`src/design/cfir_pkg.sv`:
```
`timescale 1ns / 1ps

package cfir_pkg;

  // Sizes of the filter.
  localparam int MAX_TAPS     = 64;
  localparam int SAMPLE_WIDTH = 16;
  localparam int ACC_WIDTH    = 40;
  localparam int PROD_WIDTH   = 2 * SAMPLE_WIDTH + 1;

  // Field widths.
  localparam int FUNC_W    = 2;
  localparam int TAP_IDX_W = 6;
  localparam int TAP_CNT_W = 7;
  localparam int SHIFT_W   = 5;

  // Configuration port.
  localparam int CFG_IDX_W  = 2;
  localparam int CFG_DATA_W = 8;
  localparam logic [CFG_IDX_W-1:0] CFG_TAP_COUNT    = CFG_IDX_W'(0);
  localparam logic [CFG_IDX_W-1:0] CFG_OUTPUT_SHIFT = CFG_IDX_W'(1);

  // Register values after reset.
  localparam logic [TAP_CNT_W-1:0] TAP_COUNT_RST    = TAP_CNT_W'(64);
  localparam logic [SHIFT_W-1:0]   OUTPUT_SHIFT_RST = SHIFT_W'(15);

  // Request kinds.
  localparam logic [FUNC_W-1:0] FUNC_SAMPLE = FUNC_W'(0);
  localparam logic [FUNC_W-1:0] FUNC_TAP    = FUNC_W'(1);
  localparam logic [FUNC_W-1:0] FUNC_CLEAR  = FUNC_W'(2);

  // Accumulation sweep: the products are formed, then the partial sum passes each cell in turn.
  localparam int CNT_W = $clog2(MAX_TAPS + 2);
  localparam logic [CNT_W-1:0] CALC_LAST = CNT_W'(MAX_TAPS + 1);

  // Saturation bounds, held at accumulator width.
  localparam logic signed [ACC_WIDTH-1:0] SAT_MAX =
    (ACC_WIDTH'(1) <<< (SAMPLE_WIDTH - 1)) - ACC_WIDTH'(1);
  localparam logic signed [ACC_WIDTH-1:0] SAT_MIN = ~SAT_MAX;

  typedef struct packed {
    logic [FUNC_W-1:0]              func;
    logic signed [SAMPLE_WIDTH-1:0] sample_re;
    logic signed [SAMPLE_WIDTH-1:0] sample_im;
    logic [TAP_IDX_W-1:0]           tap_index;
    logic signed [SAMPLE_WIDTH-1:0] tap_re;
    logic signed [SAMPLE_WIDTH-1:0] tap_im;
  } in_t;

  typedef struct packed {
    logic signed [SAMPLE_WIDTH-1:0] out_re;
    logic signed [SAMPLE_WIDTH-1:0] out_im;
  } out_t;

  typedef struct packed {
    logic signed [SAMPLE_WIDTH-1:0] re;
    logic signed [SAMPLE_WIDTH-1:0] im;
  } cplx_t;

  typedef struct packed {
    logic signed [ACC_WIDTH-1:0] re;
    logic signed [ACC_WIDTH-1:0] im;
  } acc_t;

  // Per-cell control.
  typedef struct packed {
    logic shift;
    logic clear;
    logic coef_we;
    logic tap_en;
  } cell_ctl_t;

  typedef enum logic {
    ST_IDLE,
    ST_CALC
  } state_t;

  // Floor shift of the accumulator, then saturation to sample width.
  function automatic logic signed [SAMPLE_WIDTH-1:0] shift_sat(
    input logic signed [ACC_WIDTH-1:0] acc,
    input logic [SHIFT_W-1:0]          sh
  );
    logic signed [ACC_WIDTH-1:0] v;
    v = acc >>> sh;
    if (v > SAT_MAX) begin
      return SAT_MAX[SAMPLE_WIDTH-1:0];
    end else if (v < SAT_MIN) begin
      return SAT_MIN[SAMPLE_WIDTH-1:0];
    end
    return v[SAMPLE_WIDTH-1:0];
  endfunction

endpackage

```
`src/design/cfir_cell.sv`:
```
`timescale 1ns / 1ps

module cfir_cell (
  input  logic               clk,
  input  logic               rst_n,
  input  cfir_pkg::cell_ctl_t ctl,
  input  cfir_pkg::cplx_t    x_in,
  output cfir_pkg::cplx_t    x_out,
  input  cfir_pkg::cplx_t    coef_in,
  input  cfir_pkg::acc_t     psum_in,
  output cfir_pkg::acc_t     psum_out
);

  cfir_pkg::cplx_t x_r;
  cfir_pkg::cplx_t coef_r;
  logic signed [cfir_pkg::PROD_WIDTH-1:0] prod_re_r;
  logic signed [cfir_pkg::PROD_WIDTH-1:0] prod_im_r;
  logic signed [cfir_pkg::PROD_WIDTH-1:0] prod_re_nxt;
  logic signed [cfir_pkg::PROD_WIDTH-1:0] prod_im_nxt;
  logic signed [2*cfir_pkg::SAMPLE_WIDTH-1:0] p_rr, p_ii, p_ri, p_ir;
  cfir_pkg::acc_t psum_r;
  cfir_pkg::acc_t psum_nxt;

  // Delay tap and coefficient held by this cell.
  always_ff @(posedge clk) begin
    if (!rst_n) begin
      x_r    <= '0;
      coef_r <= '0;
    end else begin
      if (ctl.clear) begin
        x_r <= '0;
      end else if (ctl.shift) begin
        x_r <= x_in;
      end
      if (ctl.coef_we) begin
        coef_r <= coef_in;
      end
    end
  end

  // Complex product of the tap and the held sample.
  always_comb begin
    p_rr = coef_r.re * x_r.re;
    p_ii = coef_r.im * x_r.im;
    p_ri = coef_r.re * x_r.im;
    p_ir = coef_r.im * x_r.re;
    prod_re_nxt = cfir_pkg::PROD_WIDTH'(p_rr) - cfir_pkg::PROD_WIDTH'(p_ii);
    prod_im_nxt = cfir_pkg::PROD_WIDTH'(p_ri) + cfir_pkg::PROD_WIDTH'(p_ir);
  end

  // Partial sum moves one cell on per cycle; unused taps pass it unchanged.
  always_comb begin
    psum_nxt = psum_in;
    if (ctl.tap_en) begin
      psum_nxt.re = psum_in.re + cfir_pkg::ACC_WIDTH'(prod_re_r);
      psum_nxt.im = psum_in.im + cfir_pkg::ACC_WIDTH'(prod_im_r);
    end
  end

  always_ff @(posedge clk) begin
    prod_re_r <= prod_re_nxt;
    prod_im_r <= prod_im_nxt;
    psum_r    <= psum_nxt;
  end

  assign x_out    = x_r;
  assign psum_out = psum_r;

endmodule
```
`config.mk`:
```
export PLATFORM = sky130hd
export DESIGN_NAME = cfir_cell
export DESIGN_NICKNAME = d
export VERILOG_FILES = /design/src/design/cfir_pkg.sv /design/src/design/cfir_cell.sv
export SDC_FILE = /design/constraint.sdc
export NUM_CORES = 2
export LEC_CHECK = 0
export ABC_AREA = 1
export BUFFER_PORTS_ARGS = -buffer_cell sky130_fd_sc_hd__buf_2
export CAP_MARGIN = 20
export CELL_PAD_IN_SITES_DETAIL_PLACEMENT = 2
export CELL_PAD_IN_SITES_GLOBAL_PLACEMENT = 2
export CORE_AREA = 2 2 365 367
export DETAILED_ROUTE_END_ITERATION = 10
export DIE_AREA = 0 0 367 369
export PLACE_DENSITY = 0.94
export SKIP_LAST_GASP = 1
export SYNTH_ARGS = -nofsm -noshare
export SYNTH_HDL_FRONTEND = slang
export SYNTH_SLANG_ARGS = --single-unit
```
`constraint.sdc`:
```
create_clock -name clk -period 15.7 [get_ports clk]
set_clock_uncertainty 0.15 [all_clocks]
set_input_delay 1.57 -clock clk [delete_from_list [all_inputs] [get_ports clk]]
set_output_delay 1.57 -clock clk [all_outputs]
set_load 0.05 [all_outputs]
```
==> results of run 1 <==
## metrics by stage
step | hold slack, ps | instance area, µm² | utilization | instances | setup WS (ps)
4_1_cts | 358 | 58800 | 0.449 | 9069 | 6300
2_1_floorplan | 363 | 54800 | - | 7210 | 8340
3_3_place_gp | 311 | 57700 | 0.440 | 9013 | 7150
3_5_place_dp | 336 | 57800 | 0.441 | 9014 | 6340
## routing by layer
metal | overflow | track usage
met1 | 0 | 0.549
met3 | 1 | 0.353
met5 | 0 | 0.102
met2 | 0 | 0.761
met4 | 4 | 0.503
## cell families after synthesis
family,after synthesis,share of synthesized area
flops,210,0.0767
simple gates,2632,0.194
fa+ha+maj,1563,0.518
compound gates,312,0.0325
buf+inv,2396,0.164
xor+xnor,97,0.0155
==> flow_summary.ini, run 1 <==
[logic_synthesis]
ys_ff_latch = 210
yosysTopAreaCell = sky130_fd_sc_hd__fa_1
yosys_warnings = 0
post_synth.cell_area_avg_um2 = 7.60
post_synth_num_cell_types = 43
yosys-top-cells-area = sky130_fd_sc_hd__fa_1, sky130_fd_sc_hd__inv_1, sky130_fd_sc_hd__nand2_1
async_flop_share = 0
syn-num-nets = 8923
post_synth_inst_count = 7210
synth_most_common_cell = sky130_fd_sc_hd__inv_1
yosys.area.top_type_share = 0.429
synth_flop_cell = sky130_fd_sc_hd__dfxtp_1
synth.yosys.seq_area_share = 0.0767
synth_commonest_cells = sky130_fd_sc_hd__inv_1, sky130_fd_sc_hd__nand2_1, sky130_fd_sc_hd__fa_1
synth_enable_flop_cells = 0
syn-cell-area_mm2 = 0.0548

[grt]
grt_pass1_vias = 67500
maximum_number_of_pins_on_one_net_before_global_route_repair = 107
overflow = 5
grt_pass1_wl_um = 515000
grt_use_total = 0.548

[placement]
globalplace.congestion = 0.909
hpwlAfterDp_um = 239000
io_buffers = 261

[floorplanning]
boundaryPins = 262
die_w_um = 367
placement_rows = 133
die_y_um = 369
initial_core_util = 0.418

[clock_tree]
clk_path_buf_depth = 3
cts-buffers-inserted = 30
cts-resized-gates = 0
clock_sink_count = 210
cts.root.buffer_cell = sky130_fd_sc_hd__clkbuf_16
deepest_level_of_the_cts_h_tree = 1
postCtsHoldBufs = 0
postCtsSetupRepairBufs = 0

[status]
status = did not finish
toolErrorMsg = [ERROR GRT-0116] Global routing finished with congestion. Check the congestion regions in the DRC Viewer.
haltStage = global routing
==> run 2: changes to the inputs <==
- CELL_PAD_IN_SITES_DETAIL_PLACEMENT: 2 -> default
- CELL_PAD_IN_SITES_GLOBAL_PLACEMENT: 2 -> default
- CORE_AREA: 2 2 365 367 -> 2 2 431 433
- DIE_AREA: 0 0 367 369 -> 0 0 433 435
- PLACE_DENSITY: 0.94 -> default
- PLACE_DENSITY_LB_ADDON: default -> 0.15
==> flow_summary.ini, run 2 <==
[grt]
overflow = 0
antenna_found_initial = 16
grt_pass1_wl_um = 279000
grt_pass1_vias = 47000
grt_use_total = 0.195
maximum_number_of_pins_on_one_net_before_global_route_repair = 56

[power_and_ir_drop]
sum_of_internal_switching_and_leakage_power_mw = 7.40
internal_power_mw = 3.06
clockPowerShare = 0.120
leakage_nw = 34.7
power_density_mw_per_mm2 = 123
power.combinational.fraction = 0.763
sequentialPowerShare = 0.117
p_sw_mw = 4.33
ir_worst_vdd_v = 0.000154
power.share.switching = 0.586

[critical_path]
critical_path.reg2reg.endpoint = prod_re_r[23]$_DFF_P_
category_of_the_worst_setup_path_launch_point = register
reg2reg_launch_point = coef_r[15]$_SDFFE_PN0P_
worst_ep_arrival_time_ps = 8660
crit_slowest_cell = sky130_fd_sc_hd__inv_1
r2r.worst_path.cells = 22
cp_max_fo = 32
cp-end-kind = register
criticalPathCategory = register to register
timing.reg2reg.setup_slack_ps = 7340
cp.buffers_inverters = 6
kind_of_cell_adding_the_most_delay_to_the_critical_path = adder cells
cp_cell_sequence = buf_4 > nand2_1 > inv_1 > fa_1 > fa_1 > fa_1 > inv_1 > fa_1 > fa_1 > fa_1 > fa_1 > inv_1 > fa_1 > inv_1 > ha_1 > nand2_1 > nor2_1 > inv_1 > nor2_1 > nand4_1 > nand2_1 > xor2_1
path_common_cell = sky130_fd_sc_hd__fa_1
worst-endpoint-required_ps = 16000
crit_path_max_incr_delay_ps = 650

[sta]
slew_headroom = 0.253
hold_viol_final = 0
finalSetupViolations = 0
setup-tns-final_ps = 0
setup_repair_after_global_routing_missed_its_margin = false
maxSlewViolCount = 0
period_needed_ps = 8360
min_period_over_period = 0.533
max_freq_mhz = 120
worst_slew_pin_slew_ps = 1120

[placement]
post_dp_cell_area_mm2 = 0.0587
placedCellCount = 9751
hpwlAfterDp_um = 144000
io_buffers = 261
globalplace.congestion = 0.923

[job]
max_cap_violations = 0

[logic_synthesis]
yosys_warnings = 0
synth_commonest_cells = sky130_fd_sc_hd__inv_1, sky130_fd_sc_hd__nand2_1, sky130_fd_sc_hd__fa_1
syn-cell-area_mm2 = 0.0548
synth_flop_cell = sky130_fd_sc_hd__dfxtp_1
post_synth.cell_area_avg_um2 = 7.60
ys_ff_latch = 210
synth_most_common_cell = sky130_fd_sc_hd__inv_1
yosys.area.top_type_share = 0.429
yosys-top-cells-area = sky130_fd_sc_hd__fa_1, sky130_fd_sc_hd__inv_1, sky130_fd_sc_hd__nand2_1
syn-num-nets = 8923
synth_enable_flop_cells = 0
synth.yosys.seq_area_share = 0.0767
async_flop_share = 0
post_synth_num_cell_types = 43
yosysTopAreaCell = sky130_fd_sc_hd__fa_1
post_synth_inst_count = 7210

[floorplanning]
initial_core_util = 0.298
placement_rows = 158
die_w_um = 433
die_y_um = 435
core_area_mm2 = 0.184
boundaryPins = 262
area_of_the_die_mm2 = 0.188

[route]
dr_total_vias = 43200
detail_route.first_pass.iterations = 7
postRouteAntennaNets = 0
post_drt_wl_per_cell_um = 18.2
routed_wirelength_um = 179000
viasPerCell = 4.40
post-route-drc-count = 0
detailedRoute.firstIterationViolations = 2288

[clock_tree]
postCtsHoldBufs = 0
cts-resized-gates = 0
clock_sink_count = 210
deepest_level_of_the_cts_h_tree = 2
cts.root.buffer_cell = sky130_fd_sc_hd__clkbuf_16
clock_insertion_delay_worst_skew_ps = 630
cts_tree = yes
clk_path_buf_depth = 3
cts-buffers-inserted = 36
postCtsSetupRepairBufs = 0
path_clk_slew_ps = 50

[hold_path]
worst_hold_path.num_cells = 2
worst_hold_path.endpoint = x_out[29]$_SDFFE_PP0P_
hold_path_class = register to register
min-delay-start = x_out[29]$_SDFFE_PP0P_

[final_layout]
fin_nets = 9022
fillCellCount = 20000
layout-drive-gt1-share = 0.0678
finalNonFillerCells = 9818
flip_flop_count_of_the_largest_register_after_layout = 80
syn_to_final_growth_pct = 9.44
layout.cells.most_common = sky130_fd_sc_hd__inv_1
most-common-layout-cells = sky130_fd_sc_hd__inv_1, sky130_fd_sc_hd__nand2_1, sky130_fd_sc_hd__fa_1, sky130_fd_sc_hd__ha_1, sky130_fd_sc_hd__nor2_1
final_area_mm2 = 0.0600

[status]
status = completed
-- run 2: final cells by class --
class / count / area [µm²] / share of cell area
Timing Repair Buffer: 332 / 1840 / 0.0307
Multi-Input combinational cell: 4604 / 41600 / 0.694
Tap cell: 2480 / 3100 / 0.0517
Inverter: 2125 / 7980 / 0.133
Clock inverter: 17 / 270 / 0.00450
Antenna cell: 4 / 10.0 / 0.000167
Clock buffer: 46 / 978 / 0.0163
Sequential cell: 210 / 4210 / 0.0701
-- run 2: metrics by stage --
step / utilization / hold slack, ps / worst slack [ps]
after floorplan: - / 363 / 8340
after global placement: 0.319 / 316 / 7180
after detailed placement: 0.319 / 323 / 7300
after CTS: 0.326 / 330 / 7280
after global routing: 0.326 / 339 / 6900
final: 0.326 / 331 / 7340
-- run 2: layer usage --
layer / wire [µm] / part of all wire / up-vias / GRT usage
met5: 51 / 0.00029 / - / 0
met4: 4520 / 0.025 / 12 / 0.0510
met3: 8820 / 0.049 / 174 / 0.0262
met2: 82700 / 0.46 / 916 / 0.319
met1: 82500 / 0.46 / 21500 / 0.270
li1: - / - / 20600 / -
-- run 2: worst max path at each step --
stage | depth (start not counted) | slack (ps) | to | startpoint
after floorplan | 28 | 8340 | prod_re_r[32]$_DFF_P_ | x_out[0]$_SDFFE_PP0P_
after global placement | 22 | 7180 | prod_re_r[23]$_DFF_P_ | coef_r[15]$_SDFFE_PN0P_
after detailed placement | 22 | 7300 | prod_re_r[23]$_DFF_P_ | coef_r[15]$_SDFFE_PN0P_
after CTS | 22 | 7280 | prod_re_r[23]$_DFF_P_ | coef_r[15]$_SDFFE_PN0P_
after global routing | 22 | 6900 | prod_re_r[23]$_DFF_P_ | coef_r[15]$_SDFFE_PN0P_
final | 22 | 7340 | prod_re_r[23]$_DFF_P_ | coef_r[15]$_SDFFE_PN0P_
-- run 2: power groups by stage --
| stage | Sequential [mW] | Combinational (mW) | Clock (mW) |
|---|---|---|---|
| global placement | 0.889 | 5.66 | 0 |
| CTS | 0.875 | 5.66 | 0.929 |
| global route | 0.886 | 6.37 | 0.943 |
| detailed placement | 0.886 | 5.63 | 0 |
| floorplan | 1.10 | 3.52 | 0 |
| finish | 0.866 | 5.65 | 0.884 |
-- run 2: cell families after synthesis --
kind of cell,after synthesis,synth area share
AOI/OAI and AO/OA,312,0.0325
xor gates and xnor gates,97,0.0155
adders and majority gates,1563,0.518
buffers and inverters,2396,0.164
DFF,210,0.0767
and+or+nand+nor,2632,0.194
-- run 2: worst reg2reg max path: cells and delay by family (launching register included) --
family	cells	cell delay (ps)
buf+inv	6	1270
simple gates	6	1400
flops	1	320
xor+xnor	1	600
fa+ha+maj	9	4460
No activity file was read; power rests on OpenSTA's default activity.
